--- src/idc_pkg.sv ---
`timescale 1ns / 1ps

package idc_pkg;

   localparam int SIDE_MAX    = 32;
   localparam int ADDR_W      = $clog2(SIDE_MAX);
   localparam int SIDE_W      = ADDR_W + 1;
   localparam int SAMPLE_W    = 8;
   localparam int CMD_W       = 2;
   localparam int LOG2_W      = 3;
   localparam int LOG2_MIN    = 2;
   localparam int LOG2_MAX    = (ADDR_W < 5) ? ADDR_W : 5;
   localparam int FILT_LIMIT  = 32;
   localparam int ACC_W       = $clog2(2 * SIDE_MAX * 255 + SIDE_MAX + 1);
   localparam int STEP_W      = $clog2(2 * SIDE_MAX + 1);
   localparam int CSR_IDX_W   = 1;
   localparam int CSR_DATA_W  = LOG2_W;

   localparam logic SIDE_TOP  = 1'b0;
   localparam logic SIDE_LEFT = 1'b1;

   localparam logic [CSR_IDX_W-1:0] CSR_LOG2_SIZE   = 1'b0;
   localparam logic [CSR_IDX_W-1:0] CSR_EDGE_FILTER = 1'b1;

   typedef enum logic [CMD_W-1:0] {
      CMD_LOAD = 2'd0,
      CMD_DC   = 2'd1,
      CMD_READ = 2'd2
   } cmd_type;

   typedef enum logic [1:0] {
      ST_IDLE,
      ST_SUM,
      ST_FILT,
      ST_FIN
   } state_type;

   typedef enum logic [1:0] {
      KIND_HOLD,
      KIND_MEAN,
      KIND_FILT
   } kind_type;

   typedef enum logic [1:0] {
      ALU_HOLD,
      ALU_LOAD,
      ALU_ADD
   } alu_op_type;

   typedef struct packed {
      logic [LOG2_W-1:0] log2_size;
      logic              edge_filter;
   } cfg_type;

   typedef struct packed {
      logic                we;
      logic                we_side;
      logic [ADDR_W-1:0]   waddr;
      logic [SAMPLE_W-1:0] wdata;
      logic [ADDR_W-1:0]   raddr_top;
      logic [ADDR_W-1:0]   raddr_left;
   } store_ctl_type;

   typedef struct packed {
      alu_op_type       op;
      logic [ACC_W-1:0] operand;
   } alu_ctl_type;

endpackage

--- src/idc_if.sv ---
`timescale 1ns / 1ps

interface idc_req_if
   import idc_pkg::*;
();
   logic                valid;
   logic                ready;
   logic [CMD_W-1:0]    cmd;
   logic                side;
   logic [ADDR_W-1:0]   offset;
   logic [SAMPLE_W-1:0] sample;
   logic [ADDR_W-1:0]   col;
   logic [ADDR_W-1:0]   row;

   modport source (output valid, cmd, side, offset, sample, col, row, input ready);
   modport sink (input valid, cmd, side, offset, sample, col, row, output ready);
endinterface

interface idc_rsp_if
   import idc_pkg::*;
();
   logic                valid;
   logic                ready;
   logic [SAMPLE_W-1:0] value;

   modport source (output valid, value, input ready);
   modport sink (input valid, value, output ready);
endinterface

--- src/idc_store.sv ---
`timescale 1ns / 1ps

module idc_store
   import idc_pkg::*;
(
   input  logic                clock,
   input  store_ctl_type       ctl,
   output logic [SAMPLE_W-1:0] top_q,
   output logic [SAMPLE_W-1:0] left_q
);

   logic [SAMPLE_W-1:0] top_mem_ff  [SIDE_MAX];
   logic [SAMPLE_W-1:0] left_mem_ff [SIDE_MAX];
   logic [SAMPLE_W-1:0] top_q_ff;
   logic [SAMPLE_W-1:0] left_q_ff;

   always_ff @(posedge clock) begin
      if (ctl.we && ctl.we_side == SIDE_TOP) begin
         top_mem_ff[ctl.waddr] <= ctl.wdata;
      end
      top_q_ff <= top_mem_ff[ctl.raddr_top];
   end

   always_ff @(posedge clock) begin
      if (ctl.we && ctl.we_side == SIDE_LEFT) begin
         left_mem_ff[ctl.waddr] <= ctl.wdata;
      end
      left_q_ff <= left_mem_ff[ctl.raddr_left];
   end

   assign top_q  = top_q_ff;
   assign left_q = left_q_ff;

endmodule

--- src/idc_alu.sv ---
`timescale 1ns / 1ps

module idc_alu
   import idc_pkg::*;
(
   input  logic             clock,
   input  alu_ctl_type      ctl,
   output logic [ACC_W-1:0] acc
);

   logic [ACC_W-1:0] acc_ff;
   logic [ACC_W-1:0] acc_in;

   always_comb begin
      case (ctl.op)
         ALU_LOAD: acc_in = ctl.operand;
         ALU_ADD:  acc_in = acc_ff + ctl.operand;
         default:  acc_in = acc_ff;
      endcase
   end

   always_ff @(posedge clock) begin
      acc_ff <= acc_in;
   end

   assign acc = acc_ff;

endmodule

--- src/idc_seq.sv ---
`timescale 1ns / 1ps

module idc_seq
   import idc_pkg::*;
(
   input  logic                clock,
   input  logic                reset,
   input  cfg_type             cfg,
   idc_req_if.sink             req,
   idc_rsp_if.source           rsp,
   input  logic [SAMPLE_W-1:0] top_q,
   input  logic [SAMPLE_W-1:0] left_q,
   input  logic [ACC_W-1:0]    acc,
   output store_ctl_type       store_ctl,
   output alu_ctl_type         alu_ctl
);

   state_type           state_ff, state_in;
   kind_type            kind_ff, kind_in;
   logic [STEP_W-1:0]   step_ff, step_in;
   logic [ADDR_W-1:0]   x_ff, x_in;
   logic [ADDR_W-1:0]   y_ff, y_in;
   logic                corner_ff, corner_in;
   logic                row0_ff, row0_in;
   logic [SAMPLE_W-1:0] dc_ff, dc_in;
   logic                rsp_valid_ff, rsp_valid_in;
   logic [SAMPLE_W-1:0] rsp_value_ff, rsp_value_in;

   logic [LOG2_W-1:0]   k;
   logic [SIDE_W-1:0]   n;
   logic [STEP_W-1:0]   two_n;
   logic [ADDR_W-1:0]   mask;
   logic [ADDR_W-1:0]   x;
   logic [ADDR_W-1:0]   y;
   logic                filt_on;
   logic [SAMPLE_W-1:0] mean;
   logic [SAMPLE_W-1:0] filt;

   always_comb begin
      if (cfg.log2_size < LOG2_W'(LOG2_MIN)) begin
         k = LOG2_W'(LOG2_MIN);
      end else if (cfg.log2_size > LOG2_W'(LOG2_MAX)) begin
         k = LOG2_W'(LOG2_MAX);
      end else begin
         k = cfg.log2_size;
      end
   end

   assign n       = SIDE_W'(1) << k;
   assign two_n   = STEP_W'(n) << 1;
   assign mask    = ADDR_W'(n - SIDE_W'(1));
   assign x       = req.col & mask;
   assign y       = req.row & mask;
   assign filt_on = cfg.edge_filter && (n < SIDE_W'(FILT_LIMIT));
   assign mean    = SAMPLE_W'(acc >> (k + LOG2_W'(1)));
   assign filt    = SAMPLE_W'(acc >> 2);

   assign req.ready = (state_ff == ST_IDLE);
   assign rsp.valid = rsp_valid_ff;
   assign rsp.value = rsp_value_ff;

   always_ff @(posedge clock) begin
      if (reset) begin
         state_ff     <= ST_IDLE;
         rsp_valid_ff <= 1'b0;
         dc_ff        <= '0;
      end else begin
         state_ff     <= state_in;
         rsp_valid_ff <= rsp_valid_in;
         dc_ff        <= dc_in;
      end
   end

   always_ff @(posedge clock) begin
      kind_ff      <= kind_in;
      step_ff      <= step_in;
      x_ff         <= x_in;
      y_ff         <= y_in;
      corner_ff    <= corner_in;
      row0_ff      <= row0_in;
      rsp_value_ff <= rsp_value_in;
   end

   always_comb begin
      state_in     = state_ff;
      kind_in      = kind_ff;
      step_in      = step_ff;
      x_in         = x_ff;
      y_in         = y_ff;
      corner_in    = corner_ff;
      row0_in      = row0_ff;
      dc_in        = dc_ff;
      rsp_valid_in = rsp_valid_ff && !rsp.ready;
      rsp_value_in = rsp_value_ff;

      store_ctl.we         = 1'b0;
      store_ctl.we_side    = req.side;
      store_ctl.waddr      = req.offset;
      store_ctl.wdata      = req.sample;
      store_ctl.raddr_top  = (state_ff == ST_SUM) ? step_ff[ADDR_W:1] : x_ff;
      store_ctl.raddr_left = (state_ff == ST_SUM) ? step_ff[ADDR_W:1] : y_ff;

      alu_ctl.op      = ALU_HOLD;
      alu_ctl.operand = '0;

      case (state_ff)
         ST_IDLE: begin
            if (req.valid) begin
               case (req.cmd)
                  CMD_LOAD: begin
                     store_ctl.we = 1'b1;
                  end
                  CMD_DC: begin
                     alu_ctl.op      = ALU_LOAD;
                     alu_ctl.operand = ACC_W'(n);
                     step_in         = '0;
                     kind_in         = KIND_MEAN;
                     state_in        = ST_SUM;
                  end
                  CMD_READ: begin
                     x_in      = x;
                     y_in      = y;
                     corner_in = (x == '0) && (y == '0);
                     row0_in   = (y == '0);
                     step_in   = '0;
                     if (filt_on && (x == '0 || y == '0)) begin
                        kind_in  = KIND_FILT;
                        state_in = ST_FILT;
                     end else begin
                        kind_in  = KIND_HOLD;
                        state_in = ST_FIN;
                     end
                  end
                  default: begin
                  end
               endcase
            end
         end
         ST_SUM: begin
            if (step_ff != '0) begin
               alu_ctl.op      = ALU_ADD;
               alu_ctl.operand = step_ff[0] ? ACC_W'(top_q) : ACC_W'(left_q);
            end
            if (step_ff == two_n) begin
               state_in = ST_FIN;
            end
            step_in = step_ff + STEP_W'(1);
         end
         ST_FILT: begin
            case (step_ff[1:0])
               2'd0: begin
                  alu_ctl.op      = ALU_LOAD;
                  alu_ctl.operand = ACC_W'(2);
               end
               2'd1: begin
                  alu_ctl.op      = ALU_ADD;
                  alu_ctl.operand = ACC_W'({dc_ff, 1'b0});
               end
               2'd2: begin
                  alu_ctl.op      = ALU_ADD;
                  alu_ctl.operand = corner_ff ? ACC_W'(top_q) : ACC_W'(dc_ff);
               end
               default: begin
                  alu_ctl.op = ALU_ADD;
                  if (corner_ff || !row0_ff) begin
                     alu_ctl.operand = ACC_W'(left_q);
                  end else begin
                     alu_ctl.operand = ACC_W'(top_q);
                  end
                  state_in = ST_FIN;
               end
            endcase
            step_in = step_ff + STEP_W'(1);
         end
         ST_FIN: begin
            if (!rsp_valid_ff || rsp.ready) begin
               rsp_valid_in = 1'b1;
               case (kind_ff)
                  KIND_MEAN: begin
                     rsp_value_in = mean;
                     dc_in        = mean;
                  end
                  KIND_FILT: rsp_value_in = filt;
                  default:   rsp_value_in = dc_ff;
               endcase
               state_in = ST_IDLE;
            end
         end
         default: begin
            state_in = ST_IDLE;
         end
      endcase
   end

`ifndef SYNTH
   a_sum_end: assert property (@(posedge clock) disable iff (reset)
      (state_ff == ST_SUM && step_ff == two_n) |=> (state_ff == ST_FIN))
      else $error("sum walk did not finish after the last sample");

   a_dc_start: assert property (@(posedge clock) disable iff (reset)
      (req.valid && req.ready && req.cmd == CMD_DC) |=> (state_ff == ST_SUM && step_ff == '0))
      else $error("compute request did not start the sum walk");

   a_fin_out: assert property (@(posedge clock) disable iff (reset)
      (state_ff == ST_FIN && (!rsp_valid_ff || rsp.ready)) |=> rsp_valid_ff)
      else $error("finished result not presented");

   a_filt_range: assert property (@(posedge clock) disable iff (reset)
      (state_ff == ST_FIN && kind_ff == KIND_FILT) |-> (acc[ACC_W-1:SAMPLE_W+2] == '0))
      else $error("smoothed pixel exceeds sample range");
`endif

endmodule

--- src/intra_dc_predictor.sv ---
`timescale 1ns / 1ps

// Intra DC predictor for square blocks of 4 to 32 samples per side. A load request writes one top
// or left neighbour and the block stays ready for the next request. A compute request walks
// both neighbour stores through a single accumulator, one sample per cycle. A read of a pixel in
// the smoothed first row or column has the same accumulator add the terms one at a time. The block
// takes no request while a command is at work. Neighbour stores are not cleared at reset and a
// sample must be loaded before it is used; the DC value resets to zero.
module intra_dc_predictor
   import idc_pkg::*;
(
   input  logic                  clock,
   input  logic                  reset,
   idc_req_if.sink               req_chan,
   idc_rsp_if.source             rsp_chan,
   input  logic                  csr_we,
   input  logic [CSR_IDX_W-1:0]  csr_index,
   input  logic [CSR_DATA_W-1:0] csr_wdata
);

   cfg_type             cfg_ff, cfg_in;
   store_ctl_type       store_ctl;
   alu_ctl_type         alu_ctl;
   logic [SAMPLE_W-1:0] top_q;
   logic [SAMPLE_W-1:0] left_q;
   logic [ACC_W-1:0]    acc;

   always_comb begin
      cfg_in = cfg_ff;
      if (csr_we) begin
         case (csr_index)
            CSR_LOG2_SIZE:   cfg_in.log2_size   = csr_wdata;
            CSR_EDGE_FILTER: cfg_in.edge_filter = csr_wdata[0];
            default: begin
            end
         endcase
      end
   end

   always_ff @(posedge clock) begin
      if (reset) begin
         cfg_ff.log2_size   <= LOG2_W'(LOG2_MIN);
         cfg_ff.edge_filter <= 1'b0;
      end else begin
         cfg_ff <= cfg_in;
      end
   end

   idc_store u_store (
      .clock  (clock),
      .ctl    (store_ctl),
      .top_q  (top_q),
      .left_q (left_q)
   );

   idc_alu u_alu (
      .clock (clock),
      .ctl   (alu_ctl),
      .acc   (acc)
   );

   idc_seq u_seq (
      .clock     (clock),
      .reset     (reset),
      .cfg       (cfg_ff),
      .req       (req_chan),
      .rsp       (rsp_chan),
      .top_q     (top_q),
      .left_q    (left_q),
      .acc       (acc),
      .store_ctl (store_ctl),
      .alu_ctl   (alu_ctl)
   );

endmodule

--- src/flat_wrapper.sv ---
// flat-port wrapper written by rule: the top's interface ports become plain ports
module intra_dc_predictor_flat import idc_pkg::*;
  (clock, reset, csr_we, csr_index, csr_wdata, req_chan_valid, req_chan_cmd, req_chan_side, req_chan_offset, req_chan_sample, req_chan_col, req_chan_row, req_chan_ready, rsp_chan_valid, rsp_chan_value, rsp_chan_ready);
  idc_req_if req_chan_i ();
  idc_rsp_if rsp_chan_i ();
  input  logic clock;
  input  logic reset;
  input  logic csr_we;
  input  logic [CSR_IDX_W-1:0] csr_index;
  input  logic [CSR_DATA_W-1:0] csr_wdata;
  input wire logic [$bits(req_chan_i.valid)-1:0] req_chan_valid;
  input wire logic [$bits(req_chan_i.cmd)-1:0] req_chan_cmd;
  input wire logic [$bits(req_chan_i.side)-1:0] req_chan_side;
  input wire logic [$bits(req_chan_i.offset)-1:0] req_chan_offset;
  input wire logic [$bits(req_chan_i.sample)-1:0] req_chan_sample;
  input wire logic [$bits(req_chan_i.col)-1:0] req_chan_col;
  input wire logic [$bits(req_chan_i.row)-1:0] req_chan_row;
  output wire logic [$bits(req_chan_i.ready)-1:0] req_chan_ready;
  output wire logic [$bits(rsp_chan_i.valid)-1:0] rsp_chan_valid;
  output wire logic [$bits(rsp_chan_i.value)-1:0] rsp_chan_value;
  input wire logic [$bits(rsp_chan_i.ready)-1:0] rsp_chan_ready;
  assign req_chan_i.valid = req_chan_valid;
  assign req_chan_i.cmd = req_chan_cmd;
  assign req_chan_i.side = req_chan_side;
  assign req_chan_i.offset = req_chan_offset;
  assign req_chan_i.sample = req_chan_sample;
  assign req_chan_i.col = req_chan_col;
  assign req_chan_i.row = req_chan_row;
  assign req_chan_ready = req_chan_i.ready;
  assign rsp_chan_valid = rsp_chan_i.valid;
  assign rsp_chan_value = rsp_chan_i.value;
  assign rsp_chan_i.ready = rsp_chan_ready;
  intra_dc_predictor u_core (.clock(clock), .reset(reset), .req_chan(req_chan_i), .rsp_chan(rsp_chan_i), .csr_we(csr_we), .csr_index(csr_index), .csr_wdata(csr_wdata));
endmodule
--- config.mk ---
export PLATFORM = sky130hd
export DESIGN_NAME = intra_dc_predictor_flat
export DESIGN_NICKNAME = d
export VERILOG_FILES = /design/src/idc_pkg.sv /design/src/idc_if.sv /design/src/idc_store.sv /design/src/idc_alu.sv /design/src/idc_seq.sv /design/src/intra_dc_predictor.sv /design/src/flat_wrapper.sv
export SDC_FILE = /design/constraint.sdc
export NUM_CORES = 1
export LEC_CHECK = 0
export ABC_CLOCK_PERIOD_IN_PS = 4580
export BUFFER_PORTS_ARGS = -buffer_cell sky130_fd_sc_hd__buf_2
export CAP_MARGIN = 5
export CORE_MARGIN = 4
export CORE_UTILIZATION = 62
export DETAILED_ROUTE_END_ITERATION = 10
export PLACE_DENSITY = 0.77
export SLEW_MARGIN = 20
export SYNTH_ARGS = -nofsm -noshare
export SYNTH_HDL_FRONTEND = slang
export SYNTH_SLANG_ARGS = --single-unit
--- constraint.sdc ---
create_clock -name clock -period 4.58 [get_ports clock]
set_clock_uncertainty 0.2 [all_clocks]
set_input_delay 1.145 -clock clock [delete_from_list [all_inputs] [get_ports clock]]
set_output_delay 1.145 -clock clock [all_outputs]
set_load 0.02 [all_outputs]
==> run summary, run 1 <==
Total GRT Usage = 28.26%
Slew margin rel. = 29.32%
Run status = completed
WL per Instance = 26.08 µm
# setup viols final = 0
Commonest non-fill, non-tap cell in the layout = edfxtp_1
Unrepaired setup endpoints after global routing = no
Clock Sink Count = 586
Ranking of synthesized cells by area = edfxtp_1, mux4_2, mux2i_1
Max Cap Viol = 0
Prevailing post-synth register cell = edfxtp_1
Asr flop ratio synth = 0%
Setup CP Type = flop to flop
Static Leak = 9.770 nW
Largest net degree at the start of global routing = 65
Crit path time final = 4.179 ns
IO buf count = 44
GR Overflow Total = 0
Post-route ant nets = 0
Final Hold Viols = 0
Clk Latency, worst-skew pair = 0.62 ns
# DRC = 0
Core area = 41,020 µm²
Startpoint class of the critical path = flop
Die ar. = 45,080 µm²
Sequential area share after synthesis = 66.79%
Peak VDD IR = 0.3819 mV
Synth warn = 0
Die X = 212.3 µm
Routed vias/inst = 6.692
Syn_area_per_cell = 14.45 µm²
Worst slew pin tran = 1.060 ns
Detailed Routing Iterations Pass 1 = 6
Vias in the first global route = 15,840
Routability cong. = 0.9100
Post-synth cell types = 72
Hold crit path type = flop to flop
Final nets = 1,905
H-tree Lvls = 2
Area delta synth->final = 10.40%
Final wirelength = 62,990 µm
First-pass GRT wire length = 96,560 µm
Post-CTS Resized = 0
Share of post-route cells with drive strength above 1 = 15.04%
Via Count = 16,160
Mapped Cells = 1,791
Root Driver = clkbuf_16
Commonest cells after routing, fill and taps aside = edfxtp_1, nand2_1, nor2_1, mux2i_1, a22oi_1
Worst-path clk slew = 0.06 ns
TNS Setup = 0 ns
Cell Rows = 74
Yosys reg bits = 586
Max Slew Vio Count = 0
Post-CTS Setup Bufs = 0
1st-iter DRT viols = 1,871
Total power = 0.01460 W
Hold buffer count at cts = 0
Share of the synthesized area in the top cell type = 64.39%
Number of flops mapped to enable cells by yosys = 555
Post-Synthesis Cell Area = 25,880 µm²
Critical path arrival = 4.42 ns
Antenna violations before repair = 4
Max FO, Critical Path = 16
CTS tree = yes
Num CTS Buffers = 57
Layout Utilization = 69.67%
Hpwl dp = 41,270 µm
Fmax = 239.3 MHz
Boundary Pins = 45
Period utilisation layout = 91.25%
Chip height = 212.3 µm
Syn_nets = 1,859
PD cells = 510.9 nW/µm²
Synth area leader = edfxtp_1
Initial Utilization = 63.10%
Clock buffer depth = 3
Crit end category = flop
Required time worst endpoint = 4.82 ns
==> cells in the mapped netlist, drive strengths merged (4+ instances only) <==
library cell,n
edfxtp,555
o22ai,8
nor2b,13
nor3b,4
a21o,4
a22oi,96
a21oi,65
mux2i,133
buf,49
o31ai,4
dfxtp,31
clkbuf,54
or3,11
nor2,142
nand4,21
inv,31
o32a,5
nor3,22
nand3,34
a211oi,7
mux4,63
o221ai,27
a221oi,16
nand2b,9
o211ai,4
nand2,214
and3,11
mux2,36
and2,7
xnor2,8
o21ai,19
ha,32
==> cells by family after synthesis <==
family,Yosys count,share of synthesized area (%)
AO/OA/AOI/OAI,288,7.899
flip-flops,586,66.79
XOR/XNOR,11,0.3722
adder cells (fa/ha/maj),34,1.668
AND/OR/NAND/NOR,506,8.711
multiplexers,232,12.26
buffers and inverters,134,2.301
==> cell type report <==
| class | instances | area, µm² |
|---|---|---|
| antenna | 1 | 2.502 |
| clock buffer | 66 | 1511 |
| clock inverter | 38 | 352.8 |
| fill | 2721 | 12440 |
| inverter | 31 | 116.4 |
| multi-input combinational | 1071 | 8059 |
| sequential | 586 | 17290 |
| tap | 532 | 665.6 |
| timing repair buffer | 90 | 580.6 |
==> path summary, 6_finish.rpt <==
kind,startpoint,to,slack (ns),depth (start not counted)
setup / recovery,u_core.cfg_ff[3],u_core.u_alu.acc[8],0.40,14
setup reg to reg,u_core.cfg_ff[3],u_core.u_alu.acc[8],0.40,14
hold reg to reg,u_core.cfg_ff[0],u_core.cfg_ff[0],0.26,2
hold / removal,u_core.cfg_ff[0],u_core.cfg_ff[0],0.26,2
==> critical path, cell delays in order, from the launching register on <==
cell	delay, ns
dfxtp_1	0.61
maj3_2	0.32
inv_1	0.06
ha_1	0.26
nand2b_1	0.28
o221ai_1	0.18
a21oi_1	0.23
nor2_1	0.07
ha_1	0.24
fa_1	0.43
a21o_1	0.18
a21oi_1	0.27
o211ai_1	0.24
and3_1	0.23
o31ai_1	0.20
==> metal layers <==
layer	track usage [%]	part of all wire (%)	up-vias	wire [µm]
met2	44.54	47	898	29830
met3	4.264	8.5	142	5327
li1	-	-	7057	-
met1	40.91	41	8061	25510
met4	10.42	3.6	4	2288
met5	0	0.037	-	23
==> flip-flops by register name, indices dropped and copies added (netlist names), 4 cells and up <==
signal                      count
u_core.u_store.left_mem_ff    256
u_core.u_store.top_mem_ff     256
u_core.u_alu.acc               14
u_core.u_seq.dc_ff              8
u_core.u_seq.rsp.value          8
u_core.u_store.left_q           8
u_core.u_store.top_q            8
u_core.u_seq.step_ff            7
u_core.u_seq.x_ff               5
u_core.u_seq.y_ff               5
u_core.cfg_ff                   4
==> metrics by stage <==
stage | cells | hold WS (ns) | cell area (µm²) | setup slack [ns]
final | 2415 | 0.2607 | 28570 | 0.4006
after global routing | 2414 | 0.2971 | 28570 | 0.01898
after CTS | 2414 | 0.2645 | 28560 | 0.3934
after detailed placement | 2310 | 0.2546 | 26700 | 0.2594
after global placement | 2310 | 0.2472 | 26690 | 0.3111
after floorplan | 1791 | 0.2319 | 25880 | 0.5246
==> power by group <==
part	internal (W)	switching (W)
registers	0.00612	0.000257
clock network	0.00269	0.00198
logic	0.00139	0.00216
total	0.0102	0.00440
Power figures use the tool's default switching activity.
==> run 2: changes to the inputs <==
Settings changed: CORE_UTILIZATION 62 to 57, CTS_CLUSTER_SIZE from default to 40, PLACE_DENSITY 0.77 to 0.71.
==> run 2 against run 1 <==
Against the previous run: non-clock buffer count rose by 7; via count decreased by 1.1%; clock power grew 10%; cell count grew 3.0%; power is 2.8% higher; critical endpoint unchanged; largest cell class unchanged.
==> run summary, run 2 (synthesis results as in run 1) <==
Hold buffer count at cts = 0 (unchanged)
R2r setup slk = 0.53 ns (+0.13 ns)
Static Leak = 9.915 nW (+1.5%)
Commonest non-fill, non-tap cell in the layout = edfxtp_1
Setup CP Type = flop to flop
Crit path max-delay family = adder cells
CTS tree = yes
Num CTS Buffers = 58 (+1.8%)
Commonest cells after routing, fill and taps aside = edfxtp_1, nand2_1, nor2_1, mux2i_1, a22oi_1
Fin area = 28,930 µm² (+1.2%)
Startpoint class of the critical path = flop
Total power = 0.01501 W (+2.8%)
CP max stage cell = ha_1
Max FO, Critical Path = 14 (-2)
First-pass GRT wire length = 94,880 µm (-1.7%)
Period utilisation layout = 88.50% (-2.7 points)
Critical path arrival = 4.26 ns (-0.16 ns)
Max Slew Vio Count = 0 (unchanged)
Post-CTS Resized = 0 (unchanged)
Required time worst endpoint = 4.79 ns (-0.03 ns)
Post-route ant nets = 0 (unchanged)
Hold crit path type = flop to flop
Peak VDD IR = 0.4063 mV (+6.4%)
Die ar. = 48,880 µm² (+8.4%)
WL per Instance = 24.82 µm (-4.8%)
IO buf count = 44 (unchanged)
Area after DPL = 26,840 µm² (+0.52%)
Worst-path clk slew = 0.06 ns (about the same)
TNS Setup = 0 ns (unchanged)
Area delta synth->final = 11.75%
Final wirelength = 61,740 µm (-2.0%)
Post-CTS Setup Bufs = 0 (unchanged)
# setup viols final = 0 (unchanged)
Chip height = 221.1 µm (+4.1%)
Antenna violations before repair = 2 (-2)
PD cells = 518.9 nW/µm² (+1.6%)
Boundary Pins = 45 (unchanged)
Hpwl dp = 39,880 µm (-3.4%)
Final nets = 1,913 (+0.42%)
Routability cong. = 0.9031 (-0.76%)
Core area = 44,510 µm² (+8.5%)
Cell Rows = 77 (+4.1%)
Initial Utilization = 58.15% (-5.0 points)
GR Overflow Total = 0 (unchanged)
Clock Sink Count = 586 (unchanged)
Slew margin rel. = 22.60% (-6.7 points)
Routed vias/inst = 6.428 (-4.0%)
Root Driver = clkbuf_16
Clk Latency, worst-skew pair = 0.63 ns (about the same)
1st-iter DRT viols = 1,831 (-2.1%)
Run status = completed
Largest net degree at the start of global routing = 65 (unchanged)
Worst slew pin tran = 1.159 ns (+0.09849 ns)
FF/Latch Area = 17,290 µm² (unchanged)
Final Hold Viols = 0 (unchanged)
WP buf/inv = 0 (-1)
Crit path time final = 4.054 ns (-0.1259 ns)
Via Count = 15,990 (-1.1%)
Clock buffer depth = 3 (unchanged)
Total GRT Usage = 24.84% (-3.4 points)
Max Cap Viol = 0 (unchanged)
Unrepaired setup endpoints after global routing = no
Fmax = 246.7 MHz (+3.1%)
Crit-path cells = ha_1 -> nor2b_1 -> nand3_1 -> o221ai_1 -> a21oi_1 -> nor2_1 -> ha_1 -> fa_1 -> a21o_1 -> a21oi_1 -> o211ai_1 -> and3_1 -> o31ai_1
CP max stage delay = 0.59 ns (-0.02 ns)
Die X = 221.1 µm (+4.1%)
Share of post-route cells with drive strength above 1 = 15.83% (+0.79 points)
H-tree Lvls = 2 (unchanged)
Area of the multi-input gates = 8049 µm² (-0.12%)
Crit end category = flop
Detailed Routing Iterations Pass 1 = 6 (unchanged)
Fillers = 3,151 (+16%)
# DRC = 0 (unchanged)
Vias in the first global route = 15,600 (-1.5%)
==> run 2: cell types whose count changed in the layout (fill, tap and decap cells not counted), sizes merged <==
cell / change
buf: +7
bufinv: +8
clkbuf: -1
clkinv: -3
clkinvlp: +2
==> run 2: layer usage <==
layer	part of all wire (%)	vias up	GRT usage (%)
li1	-	7079	-
met1	42	8009	36.44
met2	47	792	39.57
met3	8.8	110	4.254
met4	2.0	2	6.060
met5	0.011	-	0
==> run 2: where the power goes <==
part	internal, W	switching, W
Combinational	0.00139	0.00211
Clock	0.00312	0.00203
Sequential	0.00612	0.000239
Total	0.0106	0.00438
==> run 2: worst reg2reg max path: stages, from the launching register on <==
cell and delay [ns]:
edfxtp_1 0.55, ha_1 0.59, nor2b_1 0.21, nand3_1 0.13, o221ai_1 0.11, a21oi_1 0.18
nor2_1 0.07, ha_1 0.25, fa_1 0.43, a21o_1 0.18, a21oi_1 0.28, o211ai_1 0.24
and3_1 0.23, o31ai_1 0.24
==> run 2: through the flow <==
stage / cells / setup WS [ns] / hold WS [ns] / util (%)
2_1_floorplan: 1791 / 0.5246 / 0.2319 / -
4_1_cts: 2487 / 0.5403 / 0.3081 / 64.97
3_3_place_gp: 2377 / 0.2996 / 0.2777 / 60.28
3_5_place_dp: 2377 / 0.1949 / 0.2982 / 60.29
5_1_grt: 2488 / 0.2501 / 0.3366 / 64.99
6_report: 2488 / 0.5265 / 0.3172 / 64.99
==> run 2: layout make-up <==
class | instances | area share [%]
antenna | 1 | 0.008651
clock buffer | 65 | 5.109
clock inverter | 45 | 2.098
inverter | 31 | 0.4023
multi-input combinational | 1071 | 27.83
sequential | 586 | 59.76
tap | 592 | 2.561
timing repair buffer | 97 | 2.232
==> run 2: worst paths after layout <==
kind                                 from                  end  depth (start not counted)
setup / recovery  u_core.u_seq.step_ff[0]  u_core.u_alu.acc[8]                         13
hold / removal           u_core.cfg_ff[0]     u_core.cfg_ff[0]                          2
setup reg to reg  u_core.u_seq.step_ff[0]  u_core.u_alu.acc[8]                         13
hold reg to reg          u_core.cfg_ff[0]     u_core.cfg_ff[0]                          2
